**config.mk**
```make
export PLATFORM = sky130hd
export DESIGN_NAME = bitmap_with_circular_find_core
export DESIGN_NICKNAME = d
export VERILOG_FILES = /design/src/design/bwcf_pkg.sv /design/src/design/bwcf_scan.sv /design/src/design/bitmap_with_circular_find_core.sv
export VERILOG_INCLUDE_DIRS = /design/src /design/src/design
export SDC_FILE = /design/constraint.sdc
export NUM_CORES = 2
export LEC_CHECK = 0
export BUFFER_PORTS_ARGS = -buffer_cell sky130_fd_sc_hd__buf_4
export CAP_MARGIN = 0
export CORE_UTILIZATION = 25
export DETAILED_ROUTE_END_ITERATION = 16
export MAX_ROUTING_LAYER = met4
export PLACE_DENSITY = 0.49
export SLEW_MARGIN = 40
export SYNTH_ARGS = -nofsm -noshare
export SYNTH_HDL_FRONTEND = slang
export SYNTH_SLANG_ARGS = --single-unit
```
**constraint.sdc**
```tcl
create_clock -name i_clk -period 9.2 [get_ports i_clk]
set_clock_uncertainty 0.05 [all_clocks]
set_input_delay 1.84 -clock i_clk [delete_from_list [all_inputs] [get_ports i_clk]]
set_output_delay 1.84 -clock i_clk [all_outputs]
set_load 0.03 [all_outputs]
```
**src/design/bitmap_with_circular_find_core_defines.svh**
```systemverilog
// ----------------------------------------------------------------------------
// Bitmap with circular find: assertion macros
// Shared property wrappers used by the RTL of the bitmap core.
// ----------------------------------------------------------------------------
`ifndef BITMAP_WITH_CIRCULAR_FIND_CORE_DEFINES_SVH
`define BITMAP_WITH_CIRCULAR_FIND_CORE_DEFINES_SVH

// Same-cycle implication, disabled while reset is asserted.
`define BWCF_ASSERT_IMP(label, clk, rst_n, ante, cons, msg) \
    label: assert property (@(posedge clk) disable iff (!rst_n) (ante) |-> (cons)) \
        else $error(msg);

// Next-cycle implication, disabled while reset is asserted.
`define BWCF_ASSERT_NXT(label, clk, rst_n, ante, cons, msg) \
    label: assert property (@(posedge clk) disable iff (!rst_n) (ante) |=> (cons)) \
        else $error(msg);

`endif

```
**src/design/bwcf_pkg.sv**
```systemverilog
// ----------------------------------------------------------------------------
// Bitmap with circular find: package
// Sizes, request codes, scan control types and word mask helpers.
// ----------------------------------------------------------------------------
package bwcf_pkg;

    // Store geometry.
    localparam int MAX_BITS  = 1024;
    localparam int WORD_BITS = 32;
    localparam int NUM_WORDS = (MAX_BITS + WORD_BITS - 1) / WORD_BITS;
    localparam int WORD_AW   = $clog2(NUM_WORDS);
    localparam int OFF_W     = $clog2(WORD_BITS);
    localparam int IDX_W     = 10;
    localparam int CAP_W     = 11;
    localparam int REQ_W     = 3;

    typedef logic [WORD_BITS-1:0] t_word;
    typedef logic [WORD_AW-1:0]   t_waddr;
    typedef logic [OFF_W-1:0]     t_off;

    // Request codes.
    localparam logic [REQ_W-1:0] REQ_SET        = 3'd0;
    localparam logic [REQ_W-1:0] REQ_CLEAR      = 3'd1;
    localparam logic [REQ_W-1:0] REQ_TEST       = 3'd2;
    localparam logic [REQ_W-1:0] REQ_FIND_SET   = 3'd3;
    localparam logic [REQ_W-1:0] REQ_FIND_CLEAR = 3'd4;
    localparam logic [REQ_W-1:0] REQ_SET_ALL    = 3'd5;

    // Control for one pass of the word scanner.
    typedef struct packed {
        logic  want;       // 1: look for a set bit, 0: for a clear bit
        logic  first;      // first visit of the start word
        logic  last;       // return visit of the start word
        t_off  off;        // bit offset of the start index
        t_word cap_mask;   // bits of this word that lie below capacity
    } t_scan_ctl;

    typedef struct packed {
        logic hit;
        t_off pos;
    } t_scan_res;

    // Bits of word w whose index is below the capacity.
    function automatic t_word cap_mask(input t_waddr w, input logic [CAP_W-1:0] cap);
        logic [CAP_W-OFF_W-1:0] full_words;
        t_off                   rem;
        t_word                  m;
        full_words = cap[CAP_W-1:OFF_W];
        rem        = cap[OFF_W-1:0];
        if ((CAP_W-OFF_W)'(w) < full_words) begin
            m = '1;
        end else if ((CAP_W-OFF_W)'(w) == full_words) begin
            m = (t_word'(1) << rem) - t_word'(1);
        end else begin
            m = '0;
        end
        return m;
    endfunction

    // Position of the lowest set bit of a word.
    function automatic t_off lowest_set(input t_word v);
        t_off p;
        p = '0;
        for (int i = WORD_BITS - 1; i >= 0; i--) begin
            if (v[i]) begin
                p = t_off'(i);
            end
        end
        return p;
    endfunction

endpackage

```
**src/design/bwcf_scan.sv**
```systemverilog
// ----------------------------------------------------------------------------
// Bitmap with circular find: word scanner
// Masks one store word to the bits a search visits and finds the lowest match.
// ----------------------------------------------------------------------------
module bwcf_scan (
    input  bwcf_pkg::t_word     i_word,
    input  bwcf_pkg::t_scan_ctl i_ctl,
    output bwcf_pkg::t_scan_res o_res
);
    import bwcf_pkg::*;

    t_word below_start;
    t_word range_mask;
    t_word cand;

    // The start word is seen twice: first from the start offset upward,
    // and at the end of the lap only below the start offset.
    always_comb begin
        below_start = (t_word'(1) << i_ctl.off) - t_word'(1);
        if (i_ctl.first) begin
            range_mask = ~below_start;
        end else if (i_ctl.last) begin
            range_mask = below_start;
        end else begin
            range_mask = '1;
        end
    end

    // Match polarity, capacity and order window, then priority pick.
    assign cand      = (i_ctl.want ? i_word : ~i_word) & i_ctl.cap_mask & range_mask;
    assign o_res.hit = |cand;
    assign o_res.pos = lowest_set(cand);

endmodule

```
**src/design/bitmap_with_circular_find_core.sv**
```systemverilog
// ----------------------------------------------------------------------------
// Bitmap with circular find: core
// Allocation bitmap with set, clear, test, set-all and circular search.
// ----------------------------------------------------------------------------
// Usage: a request (i_req_type, i_bit_index) is taken when i_valid and
// o_ready are both high; o_ready is high only while the sequencer is idle,
// so one request is worked on at a time. Each request gives one result on
// the output channel (o_valid / i_ready), held in an output register.
// Steps from acceptance to o_valid: set, clear, test and unknown codes
// pass the decode state S_EXEC and the finish state S_FIN; a search
// scans in S_SCAN, at most all 32 words plus the return into the start
// word, then passes S_FIN; set-all passes S_EXEC, the sweep that writes
// all 32 words one per cycle, and S_FIN. The next request can be taken
// in the cycle after the result leaves the sequencer. The word store is
// a single memory with one registered read port, and the scanner examines
// one word per cycle.
// A new request may be taken while the previous result still waits; the
// sequencer then holds its finished result until the output register is
// free, so a stalled receiver stalls the block without loss.
// Reset (synchronous, i_rst_n low) empties the bitmap through per-word valid
// bits at once and sets capacity to 1024. Writing the capacity register also
// clears the map; the user must write only while idle; the block won't check.
// ----------------------------------------------------------------------------
`include "bitmap_with_circular_find_core_defines.svh"

module bitmap_with_circular_find_core (
    input  logic                           i_clk,
    input  logic                           i_rst_n,
    input  logic                           i_cfg_wen,
    input  logic [bwcf_pkg::CAP_W-1:0]     i_cfg_wdata,
    input  logic                           i_valid,
    output logic                           o_ready,
    input  logic [bwcf_pkg::REQ_W-1:0]     i_req_type,
    input  logic [bwcf_pkg::IDX_W-1:0]     i_bit_index,
    output logic                           o_valid,
    input  logic                           i_ready,
    output logic                           o_bit_value,
    output logic                           o_found,
    output logic [bwcf_pkg::IDX_W-1:0]     o_found_index,
    output logic [bwcf_pkg::CAP_W-1:0]     o_set_count,
    output logic                           o_is_empty,
    output logic                           o_is_full
);
    import bwcf_pkg::*;

    // Sequencer states.
    localparam logic [2:0] S_IDLE = 3'd0;
    localparam logic [2:0] S_EXEC = 3'd1;
    localparam logic [2:0] S_SCAN = 3'd2;
    localparam logic [2:0] S_FILL = 3'd3;
    localparam logic [2:0] S_FIN  = 3'd4;

    // Control registers.
    logic [2:0]           r_state, n_state;
    logic                 r_out_valid, n_out_valid;
    logic [NUM_WORDS-1:0] r_vld, n_vld;
    logic [CAP_W-1:0]     r_count, n_count;
    logic [CAP_W-1:0]     r_cap, n_cap;

    // Request context and result registers.
    logic [REQ_W-1:0]     r_req, n_req;
    logic                 r_in_range, n_in_range;
    t_waddr               r_w0, n_w0;
    t_off                 r_off, n_off;
    t_waddr               r_addr, n_addr;
    logic                 r_first, n_first;
    logic                 r_bval, n_bval;
    logic                 r_found, n_found;
    logic [IDX_W-1:0]     r_fidx, n_fidx;

    // Output register.
    logic                 r_o_bval, n_o_bval;
    logic                 r_o_found, n_o_found;
    logic [IDX_W-1:0]     r_o_fidx, n_o_fidx;
    logic [CAP_W-1:0]     r_o_count, n_o_count;
    logic                 r_o_empty, n_o_empty;
    logic                 r_o_full, n_o_full;

    // Word store.
    t_word                r_mem [NUM_WORDS];
    t_word                r_rd_data;
    logic                 mem_we;
    t_word                mem_wdata;
    t_word                eff_word;

    // Scanner interface.
    t_scan_ctl            scan_ctl;
    t_scan_res            scan_res;

    logic                 req_in_range;
    logic [IDX_W-1:0]     req_start;
    t_waddr               last_w;
    logic [CAP_W-1:0]     cap_m1;
    logic [CAP_W-1:0]     cfg_cap;
    logic                 cur_bit;
    t_word                bit_sel;
    logic                 out_free;

    // A word never written since the last clear reads as zero.
    assign eff_word = r_vld[r_addr] ? r_rd_data : '0;
    assign cur_bit  = eff_word[r_off];
    assign bit_sel  = t_word'(1) << r_off;

    // Last word holding bits in use; the search wraps after it.
    assign cap_m1 = r_cap - CAP_W'(1);
    assign last_w = cap_m1[OFF_W +: WORD_AW];

    // Incoming start point, wrapped to zero when beyond capacity.
    assign req_in_range = {1'b0, i_bit_index} < r_cap;
    assign req_start    = req_in_range ? i_bit_index : '0;

    // Capacity write value, held to the legal range.
    always_comb begin
        if (i_cfg_wdata == '0) begin
            cfg_cap = CAP_W'(1);
        end else if (i_cfg_wdata > CAP_W'(MAX_BITS)) begin
            cfg_cap = CAP_W'(MAX_BITS);
        end else begin
            cfg_cap = i_cfg_wdata;
        end
    end

    // Scanner control for the word now at the read port.
    always_comb begin
        scan_ctl.want     = (r_req == REQ_FIND_SET);
        scan_ctl.first    = r_first;
        scan_ctl.last     = !r_first && (r_addr == r_w0);
        scan_ctl.off      = r_off;
        scan_ctl.cap_mask = cap_mask(r_addr, r_cap);
    end

    bwcf_scan u_scan (
        .i_word (eff_word),
        .i_ctl  (scan_ctl),
        .o_res  (scan_res)
    );

    assign o_ready  = (r_state == S_IDLE);
    assign out_free = !r_out_valid || i_ready;

    // Sequencer.
    always_comb begin
        n_state     = r_state;
        n_out_valid = r_out_valid && !i_ready;
        n_vld       = r_vld;
        n_count     = r_count;
        n_cap       = r_cap;
        n_req       = r_req;
        n_in_range  = r_in_range;
        n_w0        = r_w0;
        n_off       = r_off;
        n_addr      = r_addr;
        n_first     = r_first;
        n_bval      = r_bval;
        n_found     = r_found;
        n_fidx      = r_fidx;
        n_o_bval    = r_o_bval;
        n_o_found   = r_o_found;
        n_o_fidx    = r_o_fidx;
        n_o_count   = r_o_count;
        n_o_empty   = r_o_empty;
        n_o_full    = r_o_full;
        mem_we      = 1'b0;
        mem_wdata   = eff_word;

        unique case (r_state)
            S_IDLE: begin
                if (i_valid) begin
                    n_req      = i_req_type;
                    n_in_range = req_in_range;
                    n_w0       = req_start[OFF_W +: WORD_AW];
                    n_off      = req_start[OFF_W-1:0];
                    n_addr     = req_start[OFF_W +: WORD_AW];
                    n_first    = 1'b1;
                    n_bval     = 1'b0;
                    n_found    = 1'b0;
                    n_fidx     = '0;
                    if (i_req_type == REQ_FIND_SET || i_req_type == REQ_FIND_CLEAR) begin
                        n_state = S_SCAN;
                    end else begin
                        n_state = S_EXEC;
                    end
                end
            end
            S_EXEC: begin
                n_state = S_FIN;
                if (r_in_range && (r_req == REQ_SET || r_req == REQ_CLEAR ||
                                   r_req == REQ_TEST || r_req == REQ_SET_ALL)) begin
                    n_bval = cur_bit;
                end
                if (r_in_range && r_req == REQ_SET && !cur_bit) begin
                    mem_we    = 1'b1;
                    mem_wdata = eff_word | bit_sel;
                    n_count   = r_count + CAP_W'(1);
                end else if (r_in_range && r_req == REQ_CLEAR && cur_bit) begin
                    mem_we    = 1'b1;
                    mem_wdata = eff_word & ~bit_sel;
                    n_count   = r_count - CAP_W'(1);
                end
                if (r_req == REQ_SET_ALL) begin
                    n_addr  = '0;
                    n_state = S_FILL;
                end
            end
            S_SCAN: begin
                if (r_first) begin
                    n_bval = cur_bit;
                end
                n_first = 1'b0;
                if (scan_res.hit) begin
                    n_found = 1'b1;
                    n_fidx  = {r_addr, scan_res.pos};
                    n_state = S_FIN;
                end else if (scan_ctl.last) begin
                    n_state = S_FIN;
                end else begin
                    n_addr = (r_addr == last_w) ? '0 : r_addr + WORD_AW'(1);
                end
            end
            S_FILL: begin
                // One word per cycle, padding bits stay clear.
                mem_we    = 1'b1;
                mem_wdata = cap_mask(r_addr, r_cap);
                if (r_addr == WORD_AW'(NUM_WORDS - 1)) begin
                    n_count = r_cap;
                    n_state = S_FIN;
                end else begin
                    n_addr = r_addr + WORD_AW'(1);
                end
            end
            S_FIN: begin
                if (out_free) begin
                    n_out_valid = 1'b1;
                    n_o_bval    = r_bval;
                    n_o_found   = r_found;
                    n_o_fidx    = r_fidx;
                    n_o_count   = r_count;
                    n_o_empty   = (r_count == '0);
                    n_o_full    = (r_count == r_cap);
                    n_state     = S_IDLE;
                end
            end
            default: begin
                n_state = S_IDLE;
            end
        endcase

        if (mem_we) begin
            n_vld[r_addr] = 1'b1;
        end

        // Capacity write empties the bitmap.
        if (i_cfg_wen) begin
            n_cap   = cfg_cap;
            n_vld   = '0;
            n_count = '0;
        end
    end

    // Control registers with reset.
    always_ff @(posedge i_clk) begin
        if (!i_rst_n) begin
            r_state     <= S_IDLE;
            r_out_valid <= 1'b0;
            r_vld       <= '0;
            r_count     <= '0;
            r_cap       <= CAP_W'(MAX_BITS);
        end else begin
            r_state     <= n_state;
            r_out_valid <= n_out_valid;
            r_vld       <= n_vld;
            r_count     <= n_count;
            r_cap       <= n_cap;
        end
    end

    // Context and result payload.
    always_ff @(posedge i_clk) begin
        r_req      <= n_req;
        r_in_range <= n_in_range;
        r_w0       <= n_w0;
        r_off      <= n_off;
        r_addr     <= n_addr;
        r_first    <= n_first;
        r_bval     <= n_bval;
        r_found    <= n_found;
        r_fidx     <= n_fidx;
        r_o_bval   <= n_o_bval;
        r_o_found  <= n_o_found;
        r_o_fidx   <= n_o_fidx;
        r_o_count  <= n_o_count;
        r_o_empty  <= n_o_empty;
        r_o_full   <= n_o_full;
    end

    // Word store: one write port at the current word, registered read of
    // the word the sequencer moves to next.
    always_ff @(posedge i_clk) begin
        if (mem_we) begin
            r_mem[r_addr] <= mem_wdata;
        end
        r_rd_data <= r_mem[n_addr];
    end

    assign o_valid       = r_out_valid;
    assign o_bit_value   = r_o_bval;
    assign o_found       = r_o_found;
    assign o_found_index = r_o_fidx;
    assign o_set_count   = r_o_count;
    assign o_is_empty    = r_o_empty;
    assign o_is_full     = r_o_full;

    // Checks.
    `BWCF_ASSERT_IMP(a_count_le_cap, i_clk, i_rst_n, 1'b1, r_count <= r_cap,
        "set count exceeds capacity")
    `BWCF_ASSERT_IMP(a_found_in_cap, i_clk, i_rst_n, r_state == S_FIN && r_found,
        {1'b0, r_fidx} < r_cap, "search result beyond capacity")
    `BWCF_ASSERT_NXT(a_accept_leaves_idle, i_clk, i_rst_n, i_valid && o_ready,
        r_state != S_IDLE, "accepted request did not start the sequencer")

endmodule

```
-- Word-level counts from Yosys, hierarchy flattened
Memories as Yosys holds them, arrays and structs flattened. A register that Yosys moved wholly into a read port is not among the register bits.
Cells that the tools add are included.
- bitwise operators: 9
- muxes and demuxes: 87
- order comparisons: 6
- reduce and logical (&&, ||, !) cells: 33
- shift-type cells: 2
- eq/ne operators: 23
- add/subtract/negate cells: 6
- operator list (kind ; count):
    $mux 32 ; 8
    $mux 5 ; 38
    $and 32x32->32 ; 3
    $not 32->32 ; 3
    $or 32x32->32 ; 2
    $pmux 32 s2 ; 1
    $shl 1x5->32 const A ; 2
    $sub 32x1->32 const B ; 2
    $mux 11 ; 5
    $reduce_or 32->1 ; 1
    $mux 10 ; 3
    $logic_not 11->1 ; 2
    $pmux 11 s2 ; 1
    $pmux 10 s2 ; 1
    $pmux 5 s4 ; 1
    $mux 3 ; 6
    $eq 3x2->1 const B ; 5
    $pmux 3 s5 ; 1
    $mux 1 ; 14
    $lt 5x6->1 const B ; 2
    $ne 2x2->1 const B ; 6
    $add 11x1->11 const B ; 1
    $eq 11x11->1 ; 1
    $gt 11x11->1 const B ; 1
    28 further kinds ; 56
- register bits: 115
- memory bits (writable): 1024
- memories: 1
- word-level logic and storage cells: 187
- output and inout port bits: 27
- input port bits: 29
- memories (memory ; depth ; width ; rd ports ; clocked after memory_dff ; wr ports ; RTL line ; RTL):
    r_mem ; 32 ; 32 ; 1 ; 1 ; 1 ; bitmap_with_circular_find_core.sv:80 ; t_word r_mem [NUM_WORDS];

-- Longest topological paths before layout
- word-level depth: 41
- mapped depth: 29
- mapped depth without buffers: 22

-- Modules after synthesis
A second synthesis with hierarchy kept.
- cell total of the unflattened synthesis: 4090
- area, all modules: 51924.8 um2
- modules (own cells, without submodules) (module ; instances ; cells an instance ; area an instance (um2) ; seq. area each (um2)):
    bitmap_with_circular_find_core ; 1 ; 3720 ; 49537.5 ; 34212.8
    bwcf_scan ; 1 ; 370 ; 2387.3 ; 0.0

-- Worst setup path after synthesis
OpenSTA, ideal clock, no wires.
- path kind: reg2reg
- from: register r_off[1]
- to: register r_rd_data[11] (read register of r_mem)
- required time: 8.993 ns
- stages on the path, launching flop included: 25
- clock period less this slack: 6.009 ns
- arrival time: 5.802 ns
- setup slack: 3.191 ns
- path buffers: 9
- setup time: 0.157 ns
- cell sequence: edfxtp_1 > buf_2 > buf_2 > buf_2 > buf_1 > or3_1 > clkbuf_1 > or2_2 > ha_1 > or3b_1 > nor4b_2 > nor3_2 > o21ai_0 > o41ai_1 > a221o_1 > a2111oi_2 > o2111ai_1 > buf_2 > o311a_1 > a211o_1 > buf_6 > buf_6 > nor2_1 > clkbuf_1 > a2111oi_2
- word-level cells in the longest chain between the ends: 8
- elaborated cells between the ends (all ways): 9
- classes of those cells: add/sub (1); shift (1); mux (4); bitwise (2); reduce/logical (1)
- ends and longest elaborated chain (element ; RTL line ; RTL):
    start: declaration ; bitmap_with_circular_find_core.sv:64 ; t_off r_off, n_off;
    start signal: assignment ; bitmap_with_circular_find_core.sv:282 ; r_off <= n_off;
    $shl 1x5->32 * ; bwcf_scan.sv:19 ; below_start = (t_word'(1) << i_ctl.off) - t_word'(1);
    $sub 32x1->32 * ; bwcf_scan.sv:19 ;
    $mux 32 / $not 32->32 (equally long branches) ; bwcf_scan.sv:22, bwcf_scan.sv:21 ;
    $mux 32 * ; bwcf_scan.sv:20 ; if (i_ctl.first) begin
    $and 32x32->32 * ; bwcf_scan.sv:30 ; assign cand = (i_ctl.want ? i_word : ~i_word) & i_ctl.cap_mask & range_mask;
    $reduce_or 32->1 * ; bwcf_scan.sv:31 ; assign o_res.hit = |cand;
    $mux 5 * ; bitmap_with_circular_find_core.sv:210 ; if (scan_res.hit) begin
    $pmux 5 s4 * ; bitmap_with_circular_find_core.sv:166 ; unique case (r_state)
    end: declaration ; bitmap_with_circular_find_core.sv:81 ; t_word r_rd_data;
Mark *: on every way between the ends. The rest lies on a longest branch, timed or not.
A chain may end at the register's enable or synchronous reset.

-- Final worst setup path
- from: register r_cap[1]
- to: register r_rd_data[6] (read register of r_mem)
- word-level cells in the longest chain between the ends: 9
- elaborated cells between the ends (all ways): 16
- classes of those cells: add/sub (2); order compare (1); eq/ne (1); shift (1); mux (8); bitwise (2); reduce/logical (1)
- ends and longest elaborated chain (element ; RTL line ; RTL):
    start: declaration ; bitmap_with_circular_find_core.sv:58 ; logic [CAP_W-1:0] r_cap, n_cap;
    start signal: assignment ; bitmap_with_circular_find_core.sv:267 ; r_cap <= CAP_W'(MAX_BITS);
    start signal: assignment ; bitmap_with_circular_find_core.sv:273 ; r_cap <= n_cap;
    $shl 1x5->32 ; bwcf_pkg.sv:53 ; m = (t_word'(1) << rem) - t_word'(1);
    $sub 32x1->32 ; bwcf_pkg.sv:53 ;
    $mux 32 ; bwcf_pkg.sv:52 ; end else if ((CAP_W-OFF_W)'(w) == full_words) begin
    $mux 32 ; bwcf_pkg.sv:50 ; if ((CAP_W-OFF_W)'(w) < full_words) begin
    $and 32x32->32 (2 in a row) ; bwcf_scan.sv:30 ;
    $reduce_or 32->1 ; bwcf_scan.sv:31 ;
    $mux 5 ; bitmap_with_circular_find_core.sv:210 ;
    $pmux 5 s4 * ; bitmap_with_circular_find_core.sv:166 ;
Marks and branches as above.

==> flow_summary_export.csv <==
group,metric,value,unit
worst_setup_path,r2r_setup_slack,1.98,ns
worst_setup_path,worst_r2r_path_depth,20,
floorplan,die_w,454,um
floorplan,die_area,206000,um2
finish,area_growth,16.7,%
sta,fin_crit,7.22,ns
clock_tree,cts_max_path_buffers,3,
synthesis,syn_area,51200,um2
sta,setup_ws,1.98,ns
finish,layout.nets,3993,
sta,slew_viol_final,0,
clock_tree,clk_latency,0.78,ns
synthesis,ys_seq_elements,1171,
worst_setup_path,path_cells,"or2_2 -> or2_1 -> ha_2 -> nor4b_1 -> nor2_1 -> a211oi_1 -> o221ai_2 -> o22ai_1 -> a222oi_1 -> and3_1 -> o2111ai_1 -> buf_4 -> o31a_1 -> o21ai_4 -> inv_8 -> buf_12 -> mux2i_1 -> a32oi_1 -> nand4_1 -> a2111oi_1",
clock_tree,path_clk_slew,0.06,ns
global_route,grt_overflow,0,
place,gp_congestion,0.944,
power,p_per_area,274,nW/um2
global_route,grt_pass1_wl,243000,um
clock_tree,cts_tree,"yes",
worst_setup_path,start_kind,"register",
synthesis,ys.flop_type,"edfxtp_1",
outcome,outcome,"complete, no violations",
sta,max_freq,0.139,GHz
clock_tree,ctsHtreeMaxLevel,4,
place,hpwlAfterDp,103000,um
routing,drt_iter0_markers,3388,
power,leakagePower,19.3,nW
clock_tree,post-cts-setup-buffer-count,0,
clock_tree,root_buffer,"clkbuf_16",
place,portBuffers,55,
sta,period_share,78.5,%
clock_tree,cts_sinks,1171,
synthesis,ys_top_cells_by_count,"1076 x edfxtp_1, 580 x nand2_1, 293 x nor2_1",
place,place_ws,1.67,ns
clock_tree,ctsResizeCount,0,
worst_setup_path,slowest_delay,0.77,ns
synthesis,synth_edf_count,1076,
sta,hold_viol,0,
global_route,grt_use_total,16.5,%
synthesis,async_flop_share,0,%
run,drv_cap,0,
min_path,min_path_type,"register to register",
routing,ant_nets,0,
routing,drt_pre_antenna_iters,9,
synthesis,syn_avg_cell_area,13.2,um2
synthesis,yosysMostFrequentCell,"edfxtp_1",
synthesis,yosysWarnings,0,
routing,via_count,34169,
global_route,first_global_vias,33031,
worst_setup_path,cp-endpoint,"r_rd_data[6]$_DFF_P_",
clock_tree,holdBufCountCts,0,
finish,n_fill_cell,20384,
synthesis,synth_top_area_share,63.1,%
finish,finish.utilization,29.4,%
power,peakVddDrop,0.000243,V
worst_setup_path,critPathRequiredTime,9.78,ns
worst_setup_path,endpoint_kind,"register",
sta,tightest_slew,0.892,ns
worst_setup_path,startpoint,"r_cap[1]$_SDFFE_PN0P_",
routing,routed_via_density,5.09,
worst_setup_path,cpMaxStageDelayCell,"dfxtp_1",
floorplan,initial_core_util,25.2,%
synthesis,yosysSeqAreaShare,66.9,%
sta,rsz0062_at_grt,"false",
synthesis,syn_inst,3866,
worst_setup_path,cp_max_fo,73,
sta,finalSetupTns,0,ns
worst_setup_path,timing.rr.end,"r_rd_data[6]$_DFF_P_",
global_route,grt_max_degree,127,
worst_setup_path,r2r_start,"r_cap[1]$_SDFFE_PN0P_",
synthesis,synth_top_area_cell,"edfxtp_1",
global_route,antenna_found_initial,0,
floorplan,rows,165,
worst_setup_path,critical_path_arrival,7.79,ns
sta,slew_headroom,40.5,%
routing,wl,168000,um
finish,drive_above_1_share,14.4,%
synthesis,synth_cell_types,109,
synthesis,yosys-top-cells-area,"edfxtp_1 63%, nand2_1 4.3%, dfxtp_1 3.7%",
sta,finalSetupViolCount,0,
synthesis,synth_nets,3927,
floorplan,die_h,454,um
routing,avgRoutedWirePerCell,25.1,um
clock_tree,cts_made_buffers,130,
floorplan,boundaryPins,56,
floorplan,coreArea,203000,um2
routing,drc,0,
finish,diodes,0,
worst_setup_path,path_class,"register to register",
cell type report:
class / count / area [um2] / share of cell area (%)
Clock buffer: 168 / 3510 / 5.88
Clock inverter: 67 / 618 / 1.04
Inverter: 55 / 214 / 0.358
Multi-Input combinational cell: 2380 / 16000 / 26.8
Sequential cell: 1171 / 34200 / 57.3
Tap cell: 2672 / 3340 / 5.60
Timing Repair Buffer: 194 / 1820 / 3.05
kinds of logic (layout without fill, tap and decap cells):
logic type	Yosys count	after routing	share of synthesized area [%]
adder cells (fa/ha/maj)	32	32	0.797
multiplexers	217	217	5.11
AND/OR/NAND/NOR	1183	1183	10.5
AO/OA/AOI/OAI	907	907	13.1
buffers and inverters	315	484	2.88
XOR/XNOR	41	41	0.746
flip-flops	1171	1171	66.9
registers in the layout, indices dropped and copies added (netlist names), 10 cells and up:
register and cells:
r_mem 1024, r_rd_data 32, r_vld 32, o_set_count 11
r_cap 11, r_count 11, o_found_index 10, r_fidx 10
through the flow:
step	power, mW	hold WS, ns	instances	cell area (um2)
final	16.3	0.363	6707	59700
after global routing	17.0	0.383	6707	59700
after CTS	16.4	0.362	6706	59700
after detailed placement	11.3	0.365	6471	55600
after global placement	11.3	0.355	6457	55200
after floorplan	9.52	0.350	3866	51200
worst min-delay path by stage:
stage	start	to	slack, ns	cells past startpoint
after floorplan	r_bval$_SDFFCE_PN0P_	o_bit_value$_DFFE_PP_	0.35	0
after detailed placement	r_fidx[1]$_SDFFCE_PP0P_	o_found_index[1]$_DFFE_PP_	0.37	0
after CTS	r_fidx[6]$_SDFFCE_PN0P_	o_found_index[6]$_DFFE_PP_	0.36	0
final	r_fidx[6]$_SDFFCE_PN0P_	o_found_index[6]$_DFFE_PP_	0.36	0
after global placement	r_fidx[0]$_SDFFCE_PP0P_	o_found_index[0]$_DFFE_PP_	0.36	0
after global routing	r_fidx[6]$_SDFFCE_PN0P_	o_found_index[6]$_DFFE_PP_	0.38	0
cells in the final DEF, fill, tap and decap left out, drive strengths merged, types with 10 or more instances in the layout:
cell type,synthesis,routed
inv,54,58
a211oi,43,43
or2,15,15
clkbuf,123,168
xnor2,37,37
o221ai,14,14
nand4,36,36
nand2b,14,14
o31ai,10,10
o2111ai,10,10
and3,31,31
mux2i,181,181
a221o,83,83
nand3,45,45
a21o,21,21
o21ai,164,164
nor2,298,298
a32oi,136,136
a2111oi,28,28
o211ai,50,50
o21a,10,10
a22oi,25,25
a21oi,165,165
nor3b,14,14
and2,28,28
nor4,24,24
buf,137,194
nor2b,15,15
o22ai,45,45
a221oi,18,18
nand2,581,581
or3,13,13
edfxtp,1076,1076
a31oi,13,13
mux4,34,34
ha,31,31
dfxtp,95,95
clkinv,1,56
nor3,31,31
power breakdown:
part | total (mW) | switching, mW | internal [mW]
clock network | 5.07 | 2.14 | 2.93
registers | 6.38 | 0.347 | 6.03
logic | 4.88 | 3.24 | 1.64
total | 16.3 | 5.73 | 10.6
critical path: cells and delay by family (launching register included):
kind,cells,cell delay (ns)
adders and majority gates,1,0.53
and+or+nand+nor,6,1.76
DFF,1,0.77
muxes,1,0.15
buffers and inverters,3,1.13
AOI/OAI and AO/OA,9,2.54
routing by layer:
| layer | GRT usage, % | wire length (um) | vias to the layer above | share of wire, % |
|---|---|---|---|---|
| met5 | - | 0 | - | 0 |
| met4 | 4.89 | 4380 | 0 | 2.6 |
| met3 | 2.51 | 10200 | 256 | 6.0 |
| met2 | 26.3 | 80100 | 1292 | 48 |
| met1 | 21.7 | 73400 | 17498 | 44 |
| li1 | - | - | 15123 | - |
(Power assumes the default switching activity.)
